--- config.mk ---
export PLATFORM = sky130hd
export DESIGN_NAME = slip_frame_codec
export DESIGN_NICKNAME = d
export VERILOG_FILES = /design/src/sv/slipc_pkg.sv /design/src/sv/slip_frame_codec.sv /design/src/sv/slipc_core.sv /design/src/sv/slipc_outq.sv
export SDC_FILE = /design/constraint.sdc
export NUM_CORES = 1
export LEC_CHECK = 0
export BUFFER_PORTS_ARGS = -buffer_cell sky130_fd_sc_hd__clkbuf_2
export CAP_MARGIN = 15
export CORE_ASPECT_RATIO = 1.25
export CORE_MARGIN = 2
export CORE_UTILIZATION = 30
export DETAILED_ROUTE_END_ITERATION = 7
export SYNTH_ARGS = -nofsm -noshare
export SYNTH_HDL_FRONTEND = slang
export SYNTH_SLANG_ARGS = --single-unit
export TNS_END_PERCENT = 30
--- constraint.sdc ---
create_clock -name clk -period 4.6 [get_ports clk]
set_input_delay 0.23 -clock clk [delete_from_list [all_inputs] [get_ports clk]]
set_output_delay 0.23 -clock clk [all_outputs]
set_load 0.05 [all_outputs]
--- src/sv/slipc_pkg.sv ---
// Shared types, SLIP byte codes and result helpers for the SLIP frame codec.
// No dependencies; imported by every module of the codec.
package slipc_pkg;

  localparam int MAX_FRAME_BYTES_DEF = 1024;
  localparam int LEN_W = 11;
  localparam int RES_SLOTS = 3;

  localparam logic [7:0] BYTE_END = 8'hC0;
  localparam logic [7:0] BYTE_ESC = 8'hDB;
  localparam logic [7:0] BYTE_ESC_END = 8'hDC;
  localparam logic [7:0] BYTE_ESC_ESC = 8'hDD;

  localparam logic MODE_ENCODE = 1'b0;
  localparam logic MODE_DECODE = 1'b1;

  typedef enum logic [1:0] {
    ST_OK       = 2'd0,
    ST_OVERFLOW = 2'd1,
    ST_BAD_ESC  = 2'd2
  } status_t;

  typedef struct packed {
    logic       mode;
    logic [7:0] data;
    logic       last;
  } item_t;

  typedef struct packed {
    logic [7:0]       data;
    logic             valid;
    logic             done;
    status_t          status;
    logic [LEN_W-1:0] length;
  } result_t;

  function automatic result_t res_none();
    result_t r;
    r.data   = 8'h00;
    r.valid  = 1'b0;
    r.done   = 1'b0;
    r.status = ST_OK;
    r.length = '0;
    return r;
  endfunction

  function automatic result_t res_byte(logic [7:0] b);
    result_t r;
    r       = res_none();
    r.data  = b;
    r.valid = 1'b1;
    return r;
  endfunction

endpackage

--- src/sv/slip_frame_codec.sv ---
// SLIP frame codec top level: input skid register, frame core, result queue.
// Depends on slipc_pkg, slipc_core and slipc_outq.
//
// Input channel s_*: one source byte per beat. s_tdata carries the byte,
// s_tuser the direction (0 encode, 1 decode), s_tlast the final byte of a frame.
// Output channel m_*: one result per beat. m_tdata carries the produced byte,
// the frame status and the frame length; m_tuser flags a produced byte and
// m_tlast the closing result of a frame.
// A beat passes the input register, then the result queue, before its first
// result is offered. Throughput: one input beat per cycle while each beat
// gives at most one result and the receiver does not stall; a beat giving
// more (an escaped byte, or a closing beat that also gives a byte) holds the
// next beat until the result queue, at one result per cycle, is on its last.
// Encoder and decoder keep separate frame state, so directions may interleave.
// Reset clears both frame states and empties all registers; s_tready is held
// low during reset and rises in the first cycle after it.
// When the receiver stalls the queued results hold, the input register and a
// one-beat skid register fill, then s_tready drops.
module slip_frame_codec import slipc_pkg::*; #(
  parameter int MAX_FRAME_BYTES = MAX_FRAME_BYTES_DEF
) (
  input  logic        clk,
  input  logic        rst,
  input  logic        s_tvalid,
  output logic        s_tready,
  input  logic [7:0]  s_tdata,   // [7:0] in_byte
  input  logic        s_tuser,   // [0] mode
  input  logic        s_tlast,
  output logic        m_tvalid,
  input  logic        m_tready,
  output logic [23:0] m_tdata,   // [7:0] out_byte, [9:8] frame_status, [20:10] frame_length
  output logic        m_tuser,   // [0] byte_valid
  output logic        m_tlast
);

  item_t      in_item;
  item_t      main_item;
  item_t      skid_item;
  logic       main_valid;
  logic       skid_valid;
  logic       accept;
  logic       load;
  logic       can_load;
  result_t    res [RES_SLOTS];
  logic [1:0] n;
  result_t    head;

  assign in_item.mode = s_tuser;
  assign in_item.data = s_tdata;
  assign in_item.last = s_tlast;

  assign s_tready = !rst && !skid_valid;
  assign accept = s_tvalid && s_tready;
  assign load = main_valid && can_load;

  always_ff @(posedge clk) begin
    if (rst) begin
      main_valid <= 1'b0;
      skid_valid <= 1'b0;
    end else if (!main_valid || load) begin
      main_valid <= skid_valid || accept;
      skid_valid <= 1'b0;
    end else if (accept) begin
      skid_valid <= 1'b1;
    end
  end

  always_ff @(posedge clk) begin
    if (!main_valid || load) begin
      main_item <= skid_valid ? skid_item : in_item;
    end else if (accept) begin
      skid_item <= in_item;
    end
  end

  slipc_core #(
    .MAX_FRAME_BYTES(MAX_FRAME_BYTES)
  ) u_core (
    .clk  (clk),
    .rst  (rst),
    .fire (load),
    .item (main_item),
    .res  (res),
    .n    (n)
  );

  slipc_outq u_outq (
    .clk      (clk),
    .rst      (rst),
    .load     (load),
    .res      (res),
    .n        (n),
    .can_load (can_load),
    .m_tvalid (m_tvalid),
    .m_tready (m_tready),
    .head     (head)
  );

  assign m_tdata = {3'b000, head.length, head.status, head.data};
  assign m_tuser = head.valid;
  assign m_tlast = head.done;

endmodule

--- src/sv/slipc_core.sv ---
// Encoder and decoder frame state with the per-beat result builder.
// Depends on slipc_pkg.
module slipc_core import slipc_pkg::*; #(
  parameter int MAX_FRAME_BYTES = MAX_FRAME_BYTES_DEF
) (
  input  logic    clk,
  input  logic    rst,
  input  logic    fire,
  input  item_t   item,
  output result_t res [RES_SLOTS],
  output logic [1:0] n
);

  localparam int CNT_W = $clog2(MAX_FRAME_BYTES + 1);
  localparam logic [CNT_W:0] ENC_LIMIT = (CNT_W + 1)'(MAX_FRAME_BYTES - 1);
  localparam logic [CNT_W-1:0] DEC_LIMIT = CNT_W'(MAX_FRAME_BYTES);

  logic [CNT_W-1:0] enc_count, enc_count_next;
  logic             enc_overflow, enc_overflow_next;
  logic [CNT_W-1:0] dec_count, dec_count_next;
  logic             dec_escape_pending, dec_escape_pending_next;
  status_t          dec_status, dec_status_next;

  logic             special;
  logic [CNT_W:0]   enc_sum;
  logic             have;
  logic [7:0]       dec_val;
  logic [1:0]       k;

  assign special = (item.data == BYTE_END) || (item.data == BYTE_ESC);
  assign enc_sum = {1'b0, enc_count} + (special ? (CNT_W + 1)'(2) : (CNT_W + 1)'(1));

  always_comb begin
    for (int i = 0; i < RES_SLOTS; i++) begin
      res[i] = res_none();
    end
    k = 2'd0;
    have = 1'b0;
    dec_val = 8'h00;
    enc_count_next = enc_count;
    enc_overflow_next = enc_overflow;
    dec_count_next = dec_count;
    dec_escape_pending_next = dec_escape_pending;
    dec_status_next = dec_status;
    if (item.mode == MODE_ENCODE) begin
      if (!enc_overflow) begin
        if (enc_sum <= ENC_LIMIT) begin
          if (special) begin
            res[0] = res_byte(BYTE_ESC);
            res[1] = res_byte((item.data == BYTE_END) ? BYTE_ESC_END : BYTE_ESC_ESC);
            k = 2'd2;
          end else begin
            res[0] = res_byte(item.data);
            k = 2'd1;
          end
          enc_count_next = enc_sum[CNT_W-1:0];
        end else begin
          enc_overflow_next = 1'b1;
        end
      end
      if (item.last) begin
        res[k] = res_byte(BYTE_END);
        res[k].done = 1'b1;
        res[k].status = enc_overflow_next ? ST_OVERFLOW : ST_OK;
        res[k].length = LEN_W'(32'(enc_count_next) + 32'd1);
        k = k + 2'd1;
        enc_count_next = '0;
        enc_overflow_next = 1'b0;
      end
    end else begin
      if (dec_status == ST_OK) begin
        if (dec_escape_pending) begin
          dec_escape_pending_next = 1'b0;
          if (item.data == BYTE_ESC_END) begin
            dec_val = BYTE_END;
            have = 1'b1;
          end else if (item.data == BYTE_ESC_ESC) begin
            dec_val = BYTE_ESC;
            have = 1'b1;
          end else begin
            dec_status_next = ST_BAD_ESC;
          end
        end else if (item.data == BYTE_ESC) begin
          dec_escape_pending_next = 1'b1;
        end else if (item.data != BYTE_END) begin
          dec_val = item.data;
          have = 1'b1;
        end
        if (have) begin
          if (dec_count < DEC_LIMIT) begin
            res[0] = res_byte(dec_val);
            k = 2'd1;
            dec_count_next = dec_count + CNT_W'(1);
          end else begin
            dec_status_next = ST_OVERFLOW;
          end
        end
      end
      if (item.last) begin
        if (dec_status_next == ST_OK && dec_escape_pending_next) begin
          dec_status_next = ST_BAD_ESC;
        end
        res[k].done = 1'b1;
        res[k].status = dec_status_next;
        res[k].length = LEN_W'(32'(dec_count_next));
        k = k + 2'd1;
        dec_count_next = '0;
        dec_escape_pending_next = 1'b0;
        dec_status_next = ST_OK;
      end
    end
  end

  assign n = k;

  always_ff @(posedge clk) begin
    if (rst) begin
      enc_count <= '0;
      enc_overflow <= 1'b0;
      dec_count <= '0;
      dec_escape_pending <= 1'b0;
      dec_status <= ST_OK;
    end else if (fire) begin
      enc_count <= enc_count_next;
      enc_overflow <= enc_overflow_next;
      dec_count <= dec_count_next;
      dec_escape_pending <= dec_escape_pending_next;
      dec_status <= dec_status_next;
    end
  end

  a_enc_room: assert property (@(posedge clk) disable iff (rst)
    {1'b0, enc_count} <= ENC_LIMIT)
    else $error("encoder count past room for END");

  a_dec_room: assert property (@(posedge clk) disable iff (rst)
    dec_count <= DEC_LIMIT)
    else $error("decoder count past frame limit");

  a_pending_ok: assert property (@(posedge clk) disable iff (rst)
    dec_escape_pending |-> dec_status == ST_OK)
    else $error("escape pending after frame error");

  a_last_result: assert property (@(posedge clk) disable iff (rst)
    fire && item.last |-> n != 2'd0 && res[n - 2'd1].done)
    else $error("frame end beat without closing result");

  a_enc_clear: assert property (@(posedge clk) disable iff (rst)
    fire && item.last && item.mode == MODE_ENCODE |=> enc_count == '0 && !enc_overflow)
    else $error("encoder state not cleared at frame end");

endmodule

--- src/sv/slipc_outq.sv ---
// Result register bank: holds up to three results of one beat, sends one per cycle
// while m_tready is high. Depends on slipc_pkg.
module slipc_outq import slipc_pkg::*; (
  input  logic       clk,
  input  logic       rst,
  input  logic       load,
  input  result_t    res [RES_SLOTS],
  input  logic [1:0] n,
  output logic       can_load,
  output logic       m_tvalid,
  input  logic       m_tready,
  output result_t    head
);

  result_t    slot [RES_SLOTS];
  logic [1:0] count;
  logic       take;

  assign m_tvalid = count != 2'd0;
  assign take = m_tvalid && m_tready;
  assign can_load = (count == 2'd0) || (count == 2'd1 && m_tready);
  assign head = slot[0];

  always_ff @(posedge clk) begin
    if (rst) begin
      count <= 2'd0;
    end else if (load) begin
      count <= n;
    end else if (take) begin
      count <= count - 2'd1;
    end
  end

  always_ff @(posedge clk) begin
    if (load) begin
      slot <= res;
    end else if (take) begin
      slot[0] <= slot[1];
      slot[1] <= slot[2];
    end
  end

endmodule

# After elaboration in Yosys (flattened, before gate mapping)
# Index checks and enable logic that the tools add are counted.
dict set report classes {
  add_sub_neg 6
  order_cmp 6
  n_eq_ne 6
  muxes 92
  n_bitwise 7
  reduce_logical 24
}
# cell count
set ops {}
lappend ops {{$bwmux 69} 6}
lappend ops {{$demux 23 s2} 7}
lappend ops {{$mux 46} 5}
lappend ops {{$mux 69} 3}
lappend ops {{$mux 23} 7}
lappend ops {{$mux 11} 11}
lappend ops {{$and 60x60->60} 1}
lappend ops {{$not 60->60} 1}
lappend ops {{$mux 2} 24}
lappend ops {{$mux 8} 5}
lappend ops {{$eq 8x8->1 const B} 4}
lappend ops {{$mux 14} 2}
lappend ops {{$mux 13} 2}
lappend ops {{$add 11x1->11 const B} 2}
lappend ops {{$mux 1} 19}
lappend ops {{$add 11x12->12} 1}
lappend ops {{$le 12x10->1 const B} 1}
lappend ops {{$lt 11x11->1 const B} 1}
lappend ops {{$mux 10} 1}
lappend ops {{$or 9x9->9} 1}
lappend ops {{$logic_and 1x1->1} 8}
lappend ops {{$ne 8x8->1 const B} 1}
lappend ops {{$ge 3x3->1 const B} 2}
lappend ops {{$logic_not 2->1} 3}
lappend ops {{other kinds (11)} 23}
dict set report word_totals {
  register_bits 119
  inputBits 14
  output_inout_bits 28
  wordCells 170
}

# Logic depth before layout (Yosys ltp)
# Gate-level depths: netlist (run 1).
dict set report logic_depth {
  word_depth 21
  mapped_depth 19
  mapped_depth_nobuf 18
}

# By module
# A second synthesis (run 1) with hierarchy kept.
dict set report hier_totals {
  cells_unflattened 618
  area_unflattened_um2 6716.4
}
# module instances cells_each area_each_um2 seq_area_each_um2
set by_module_without_submodules {}
lappend by_module_without_submodules {slipc_outq 1 162 2984.1 2112.0}
lappend by_module_without_submodules {slipc_core 1 412 2851.5 520.5}
lappend by_module_without_submodules {slip_frame_codec 1 44 880.8 640.6}

# Worst setup path after synthesis (run 1)
# OpenSTA, ideal clock, no wires.
dict set report synth_timing {
  path_kind {register to register}
  from {reg main_item[1] in the netlist's numbering}
  to {reg u_outq.slot[29] in the netlist's numbering, data pin}
  setup_ps 268
  t_arrival_ps 4446
  t_required_ps 4332
  slack_ps -114
  stages_incl_launch_ff 17
  path_buffers 0
  period_less_slack_ps 4714
  path_cell_list {edfxtp_1 -> or4_4 -> a21oi_4 -> inv_1 -> fa_1 -> nand4b_1 -> or3_1 -> a21o_1 -> nor2_1 -> nand2_1 -> xnor2_1 -> ha_1 -> inv_1 -> a2111oi_4 -> nor3_2 -> a2111oi_4 -> a31oi_1}
}
dict set report synth_between {
  elab_chain_len 21
  word_cells_on_any_way 63
  classes_between {add/sub: 2; order compare: 5; eq/ne: 5; mux: 44; bitwise: 4; reduce/logical: 3}
}
# element line
set synth_lines {}
lappend synth_lines {{start, declared} slip_frame_codec.sv:37} ;# item_t main_item;
lappend synth_lines {{start signal, assigned} slip_frame_codec.sv:70} ;# main_item <= skid_valid ? skid_item : in_item;
lappend synth_lines {{$eq 8x8->1, on equally long branches} {slipc_core.sv:30, slipc_core.sv:83}}
lappend synth_lines {{$logic_or 1x1->1} slipc_core.sv:30} ;# assign special = (item.data == BYTE_END) || (item.data == BYTE_ESC);
lappend synth_lines {{$mux 2} {slipc_core.sv:31, slipc_core.sv:48}}
lappend synth_lines {{$add 11x12->12} slipc_core.sv:31} ;# assign enc_sum = {1'b0, enc_count} + (special ? (CNT_W + 1)'(2) : (CNT_W + 1)'(1));
lappend synth_lines {{$le 12x10->1} slipc_core.sv:47} ;# if (enc_sum <= ENC_LIMIT) begin
lappend synth_lines {{$mux 2} slipc_core.sv:47}
lappend synth_lines {{$mux 2} slipc_core.sv:46} ;# if (!enc_overflow) begin
lappend synth_lines {{$mux 2} slipc_core.sv:45} ;# if (item.mode == MODE_ENCODE) begin
lappend synth_lines {{[5 not listed]} -}
lappend synth_lines {{$not 60->60 (no source line)} -}
lappend synth_lines {{$and 60x60->60 (no source line)} -}
lappend synth_lines {{$bwmux 69} slipc_core.sv:63} ;# res[k].done = 1'b1;
lappend synth_lines {{$bwmux 69} slipc_core.sv:64} ;# res[k].status = enc_overflow_next ? ST_OVERFLOW : ST_OK;
lappend synth_lines {{$bwmux 69} slipc_core.sv:65} ;# res[k].length = LEN_W'(32'(enc_count_next) + 32'd1);
lappend synth_lines {{$mux 69} slipc_core.sv:61} ;# if (item.last) begin
lappend synth_lines {{$mux 69 (*)} slipc_core.sv:45}
lappend synth_lines {{$mux 46 (*)} slipc_outq.sv:35} ;# if (load) begin
lappend synth_lines {{end signal, assigned} slipc_outq.sv:36} ;# slot <= res;
lappend synth_lines {{end, declared} slipc_outq.sv:15} ;# result_t slot [RES_SLOTS];
# Mark *: on every way between the ends. The rest lies on a longest branch, timed or not. The select of a mux whose other input is x is not followed.
# A chain may end at the register's enable or synchronous reset.

# Final worst setup path (run 1)
# Ends and elaborated chain as after synthesis.

==> results of run 1 <==
## worst paths after layout
path	endpoint	slack [ns]
max	u_outq.slot[29]	0.26
min	skid_item[0]	0.07
max reg2reg	u_outq.slot[29]	0.26
min reg2reg	u_outq.count[1]	0.47
## state kept, by name, summed over array words and instances, names as in the netlist, 2 cells and up
| name | cells |
|---|---|
| u_outq.slot | 30 |
| u_outq.head | 23 |
| u_core.dec_count | 11 |
| u_core.enc_count | 11 |
| main_item | 10 |
| skid_item | 10 |
| u_core.dec_status | 2 |
| u_outq.count | 2 |
## worst max-delay path, cell delays in order, from the launching register on
cell,delay (ns)
edfxtp_1,0.38
or4_4,0.56
a21oi_4,0.14
inv_1,0.09
fa_2,0.36
nand4b_1,0.20
buf_4,0.17
o41ai_2,0.21
a21o_1,0.21
or2_4,0.18
buf_4,0.15
nand2_1,0.07
o21ai_2,0.07
ha_1,0.16
inv_1,0.08
a2111oi_4,0.27
buf_4,0.19
buf_4,0.11
nor3_2,0.04
a2111oi_4,0.31
a31oi_1,0.11
## metal layers
metal	vias to the layer above	track usage	routed length (microns)
met5	-	0	0
met4	0	0.0509	315
met3	22	0.0259	528
met2	98	0.226	6710
met1	2105	0.174	6160
li1	2220	-	-
## power groups by stage
stage / Sequential (mW) / Clock (mW) / Combinational [mW]
2_1_floorplan: 1.28 / 0 / 0.612
3_3_place_gp: 1.28 / 0 / 0.737
3_5_place_dp: 1.28 / 0 / 0.739
4_1_cts: 1.26 / 0.792 / 0.742
5_1_grt: 1.28 / 0.830 / 0.803
6_report: 1.26 / 0.774 / 0.736
## kinds of logic (layout without fill, tap and decap cells)
group,after synthesis,in the layout,synth area share
adders and majority gates,11,11,0.0252
other,1,4,0.000650
muxes,13,13,0.0247
buffers and inverters,72,99,0.0651
xor gates and xnor gates,24,24,0.0365
AOI/OAI and AO/OA,142,142,0.166
and+or+nand+nor,237,237,0.197
DFF,103,103,0.484
## area by class of cell
type                            instances  area, sq um  share of cell area
Clock buffer                           13          250              0.0385
Clock inverter                          3         43.8             0.00674
Inverter                               19         71.3              0.0110
Multi-Input combinational cell        431         2660               0.410
Sequential cell                       103         2790               0.430
Tap cell                              232          290              0.0447
Timing Repair Buffer                   64          385              0.0593
## placed cells by master, fill, tap and decap left out, types with 18 or more instances in the layout
cell,instances
nor2_1,77
a21oi_1,41
dfxtp_1,30
inv_1,18
nand2_1,63
edfxtp_1,73
nor3_1,19
clkbuf_2,38
buf_4,26
o21ai_0,36
## metrics by stage
| step | hold slack, ns | area, sq um |
|---|---|---|
| 3_3_place_gp | 0.428 | 6130 |
| 6_report | 0.0700 | 6490 |
| 5_1_grt | 0.0667 | 6490 |
| 2_1_floorplan | 0.329 | 5790 |
| 4_1_cts | 0.0651 | 6420 |
| 3_5_place_dp | 0.430 | 6130 |
## repair_timing
item / CTS / global route
setup buffers: 0 / 4
hold buffers: 0 / 0
endpoints found under the setup margin: 0 / 14
resized for setup: 0 / 11
==> flow_metrics.env, run 1 <==
export IMPL_maxCapViolations=0
export IMPL_combPwrFrac=0.266
export IMPL_num_rows=56
export IMPL_synth_seq_area_share=0.484
export IMPL_yosys_area_top_type_share=0.380
export IMPL_slew_headroom=0.412
export IMPL_cts_max_level=3
export IMPL_dieHeight_microns=159
export IMPL_netlist_area_sq_um=5770
export IMPL_drive_gt1_frac=0.174
export IMPL_cp_end_kind="flop"
export IMPL_setup_violations=0
export IMPL_n_fill_cell=1934
export IMPL_path_max_fanout=6
export IMPL_fin_crit_ns=4.34
export IMPL_reg2reg_from="main_item[1]"
export IMPL_worstSkewPairLatency_ns=0.35
export IMPL_portBuffers=38
export IMPL_first_iter_violations=366
export IMPL_die_w_microns=128
export IMPL_place_gp_congestion=0.860
export IMPL_pin_count=42
export IMPL_fin_total_pwr_mw=2.77
export IMPL_dp_slack_ns=0.0680
export IMPL_hp_start="s_tlast"
export IMPL_post_route_util=0.346
export IMPL_clockPowerShare=0.280
export IMPL_seqPwrFrac=0.455
export IMPL_cts_buffers=9
export IMPL_slew_viol_final=0
export IMPL_critPathArrivalTime_ns=4.43
export IMPL_crit_required_ns=4.70
export IMPL_dp_hpwl_mm=9.83
export IMPL_stdcell_count=865
export IMPL_fin_crit_sh=0.943
export IMPL_max_freq_mhz=230
export IMPL_cts_buffer_depth=2
export IMPL_finalWorstSetupSlack_ns=0.261
export IMPL_core_area_sq_um=18800
export IMPL_leakagePower_nw=2.25
export IMPL_post_place_cells=845
export IMPL_reg2reg_depth=20
export IMPL_first_global_vias=4259
export IMPL_hp_class="in2reg"
export IMPL_ys_ff_latch=103
export IMPL_vias=4445
export IMPL_final_hold_viol_count=0
export IMPL_grt_first_pass_wirelength_mm=22.0
export IMPL_tightest_slew_ns=0.871
export IMPL_synthCells=603
export IMPL_status="complete, no violations"
export IMPL_initial_core_util=0.307
export IMPL_finalClockSkew_ns=0.00741
export IMPL_async_reset_ff_frac=0
export IMPL_synth_area_top_cells="edfxtp_1, dfxtp_1, nor2_1"
export IMPL_drt_total_wl_mm=13.7
export IMPL_die_area_sq_um=20400
export IMPL_critPathLaunchType="flop"
export IMPL_yosys_most_used_dff="edfxtp_1"
export IMPL_ir_drop_mv=0.245
export IMPL_fin_tns_setup_ns=0
export IMPL_drtAntennaViolNets=0
export IMPL_grt_overflow_total=0
export IMPL_grt_max_degree=42
export IMPL_vias_per_cell=5.14
export IMPL_rsz0062_at_grt="false"
export IMPL_critPathLaunch="main_item[1]"
export IMPL_clkTransAtPathRegs_ns=0.07
export IMPL_switching_share=0.342
export IMPL_cts_root_buf="clkbuf_16"
export IMPL_yosysTopAreaCell="edfxtp_1"
export IMPL_criticalPathCategory="reg2reg"
export IMPL_antenna_found_initial=0
export IMPL_first_pass_iters=4
export IMPL_synth_cell_type_count=69
export IMPL_synthToLayoutAreaGrowth_pct=12.6
export IMPL_yosysMostFrequentCell="nor2_1"
export IMPL_clock_sinks=103
export IMPL_switchingPower_mw=0.946
export IMPL_track_usage=0.136
export IMPL_p_per_area_nw_per_um2=427
export IMPL_avgSynthCellArea_sq_um=9.56
export IMPL_synth_edf_count=73
export IMPL_finalNetCount=653
export IMPL_internal_power_mw=1.82
export IMPL_antenna_cells=0
export IMPL_synthTopCellsByCount="nor2_1, edfxtp_1, nand2_1, a21oi_1, o21ai_0"
export IMPL_drc_errors=0
export IMPL_wl_per_cell_microns=15.9
export IMPL_yosys_warnings=0
export IMPL_whs_path_depth=1
export IMPL_cts_tree="built"
(Power assumes the default switching activity.)
==> inputs of run 2 (changes only) <==
--- a/config.mk
+++ b/config.mk
@@ -9,9 +9,11 @@
 export CAP_MARGIN = 15
 export CORE_ASPECT_RATIO = 1.25
 export CORE_MARGIN = 2
-export CORE_UTILIZATION = 30
+export CORE_UTILIZATION = 55
 export DETAILED_ROUTE_END_ITERATION = 7
+export PLACE_DENSITY = 0.76
 export SYNTH_ARGS = -nofsm -noshare
 export SYNTH_HDL_FRONTEND = slang
+export SYNTH_HIERARCHICAL = 1
 export SYNTH_SLANG_ARGS = --single-unit
 export TNS_END_PERCENT = 30
==> run 2 against run 1 <==
Net effect: synthesized cell count up 2.5%; die area down 36%; total power up 33%; sequential share of layout area up 0.87 points; non-clock buffer count down 9; clock-buffer cell count up 5; utilization up 27 points.
==> flow_metrics.env, run 2 <==
export IMPL_path_max_fanout=7
export IMPL_cts_buffer_depth=2
export IMPL_ys_ff_latch=119
export IMPL_yosys_warnings=6
export IMPL_cp_end_kind="flop"
export IMPL_p_per_area_nw_per_um2=493
export IMPL_cts_setup_buffers=0
export IMPL_path_buf_inv=2
export IMPL_crit_top_cell="buf_4"
export IMPL_fin_total_pwr_mw=3.67
export IMPL_fin_crit_ns=4.38
export IMPL_criticalPathCategory="reg2reg"
export IMPL_core_area_sq_um=12000
export IMPL_portBuffers=38
export IMPL_final_hold_viol_count=0
export IMPL_n_fill_cell=998
export IMPL_synth_area_top_cells="edfxtp_1, dfxtp_1, mux2_2"
export IMPL_synthToLayoutAreaGrowth_pct=11.1
export IMPL_layout_commonest_cell="edfxtp_1"
export IMPL_synth_edf_count=89
export IMPL_wl_per_cell_microns=18.6
export IMPL_drt_total_wl_mm=15.0
export IMPL_dp_hpwl_mm=10.2
export IMPL_first_global_vias=4714
export IMPL_maxCapViolations=0
export IMPL_first_iter_violations=424
export IMPL_setup_violations=0
export IMPL_yosys_area_top_type_share=0.398
export IMPL_cp_cell_sequence="or4_4 -> a21oi_2 -> buf_4 -> fa_1 -> buf_4 -> nand4_1 -> o31ai_2 -> and2_1 -> a22o_1 -> ha_1 -> nor3b_4 -> o2111ai_4 -> or4_1 -> nand3_1 -> mux2_2"
export IMPL_clock_sinks=119
export IMPL_layout_common_cells="edfxtp_1, nor2_1, nand2_1"
export IMPL_cp_endpoint="u_outq/slot[33]"
export IMPL_r2r_slack_ns=0.22
export IMPL_antenna_found_initial=0
export IMPL_ir_drop_mv=0.437
export IMPL_first_pass_iters=5
export IMPL_fin_crit_sh=0.952
export IMPL_initial_core_util=0.557
export IMPL_grt_overflow_total=0
export IMPL_async_reset_ff_frac=0
export IMPL_clkTransAtPathRegs_ns=0.06
export IMPL_vias=4821
export IMPL_antenna_cells=0
export IMPL_pin_count=42
export IMPL_crit_required_ns=4.89
export IMPL_tightest_slew_ns=1.17
export IMPL_max_stage_delay_ns=0.59
export IMPL_stdcell_count=810
export IMPL_cts_max_level=4
export IMPL_track_usage=0.240
export IMPL_cts_buffers=17
export IMPL_hp_class="in2reg"
export IMPL_r2r_end="u_outq/slot[33]"
export IMPL_critPathLaunch="main_item[2]"
export IMPL_leakagePower_nw=2.76
export IMPL_netlist_area_sq_um=6720
export IMPL_drtAntennaViolNets=0
export IMPL_slew_viol_final=0
export IMPL_finalNetCount=659
export IMPL_worstSkewPairLatency_ns=0.42
export IMPL_yosys_most_used_dff="edfxtp_1"
export IMPL_path_delay_family="simple AND/OR/NAND/NOR gates"
export IMPL_reg2reg_from="main_item[2]"
export IMPL_synthTopCellsByCount="edfxtp_1, nor2_1, nand2_1, buf_4, mux2_2"
export IMPL_cts_root_buf="clkbuf_16"
export IMPL_largest_reg_flops=46
export IMPL_yosysMostFrequentCell="edfxtp_1"
export IMPL_avgSynthCellArea_sq_um=10.9
export IMPL_synthCells=618
export IMPL_max_freq_mhz=228
export IMPL_synth_seq_area_share=0.487
export IMPL_place_gp_congestion=0.911
export IMPL_die_w_microns=103
export IMPL_critPathLaunchType="flop"
export IMPL_vias_per_cell=5.95
export IMPL_slew_headroom=0.219
export IMPL_drc_errors=0
export IMPL_reg2reg_depth=15
export IMPL_largest_register="u_outq/slot"
export IMPL_post_place_cells=775
export IMPL_cts_tree="built"
export IMPL_die_area_sq_um=13100
export IMPL_post_route_util=0.619
export IMPL_critPathSlowestCell="or4_4"
export IMPL_synth_cell_type_count=77
export IMPL_status="complete, no violations"
export IMPL_grt_max_degree=47
export IMPL_num_rows=45
export IMPL_dieHeight_microns=128
export IMPL_yosysTopAreaCell="edfxtp_1"
export IMPL_grt_first_pass_wirelength_mm=24.1
export IMPL_drive_gt1_frac=0.259
export IMPL_critPathArrivalTime_ns=4.67
export IMPL_crit_cells=15
export IMPL_finalClockSkew_ns=0.00893
## run 2: changes by cell type after synthesis, moves of 6 or more
cell,change
a21oi_1,-15
buf_4,+21
edfxtp_1,+16
mux2_2,+31
mux2_4,+15
nand2_1,-15
nor2_1,-20
o21ai_0,-22
o221ai_1,-6
## run 2: what timing repair did
item	CTS	global route
resized for setup	0	6
setup endpoints to repair	0	8
hold endpoints to repair	3	0
hold buffers	3	0
## run 2: cell type report
class	count	area [sq um]	share of cell area
clock inverters	14	165	0.0221
multi-input cells	424	3000	0.402
clock buffers	18	429	0.0575
repair buffers	55	325	0.0436
inverters	16	60.1	0.00805
flip-flops and latches	119	3270	0.439
well taps	164	205	0.0275
## run 2: layer usage
metal | share of wire | track usage | vias to the layer above
met5 | 0 | 0 | -
met4 | 0.033 | 0.0983 | 0
met3 | 0.068 | 0.0492 | 42
met2 | 0.49 | 0.395 | 220
met1 | 0.41 | 0.308 | 2299
li1 | - | - | 2260
## run 2: kinds of logic after synthesis
kind of cell / synth area share
buffers and inverters: 0.0777
adders and majority gates: 0.0235
AOI/OAI and AO/OA: 0.120
muxes: 0.102
DFF: 0.487
and+or+nand+nor: 0.160
other: 0.00112
xor gates and xnor gates: 0.0287
## run 2: stage by stage
stage / hold slack [ns] / setup TNS (ns) / area, sq um / setup WS [ns]
final: 0.00744 / 0 / 7460 / 0.220
after global routing: 0.00337 / -0.0883 / 7460 / -0.0358
after CTS: 0.000321 / 0 / 7430 / 0.172
after detailed placement: 0.426 / 0 / 6800 / 0.188
after global placement: 0.425 / 0 / 6800 / 0.315
after floorplan: 0.292 / 0 / 6760 / 0.0674
## run 2: report_power, final
group          switching (mW)  total (mW)  internal [mW]
clock network           0.531        1.35          0.814
registers              0.0775        1.49           1.42
logic                   0.575       0.834          0.259
## run 2: worst min path at each step
stage | from | endpoint | slack [ns] | depth (start not counted)
after CTS | s_tdata[6] | skid_item[7] | 0.0003 | 1
after detailed placement | s_tlast | skid_item[0] | 0.43 | 1
after global routing | s_tdata[2] | skid_item[3] | 0.003 | 1
final | s_tdata[1] | skid_item[2] | 0.007 | 1
after global placement | s_tuser | skid_item[9] | 0.42 | 1
after floorplan | rst | main_valid | 0.29 | 1
## run 2: worst register-to-register path: cells and delay by family (launching register included)
| family | cells | cell delay [ns] |
|---|---|---|
| AO/OA/AOI/OAI | 4 | 1.01 |
| AND/OR/NAND/NOR | 6 | 1.91 |
| adder cells (fa/ha/maj) | 2 | 0.42 |
| flip-flops | 1 | 0.43 |
| multiplexers | 1 | 0.15 |
| buffers and inverters | 2 | 0.32 |
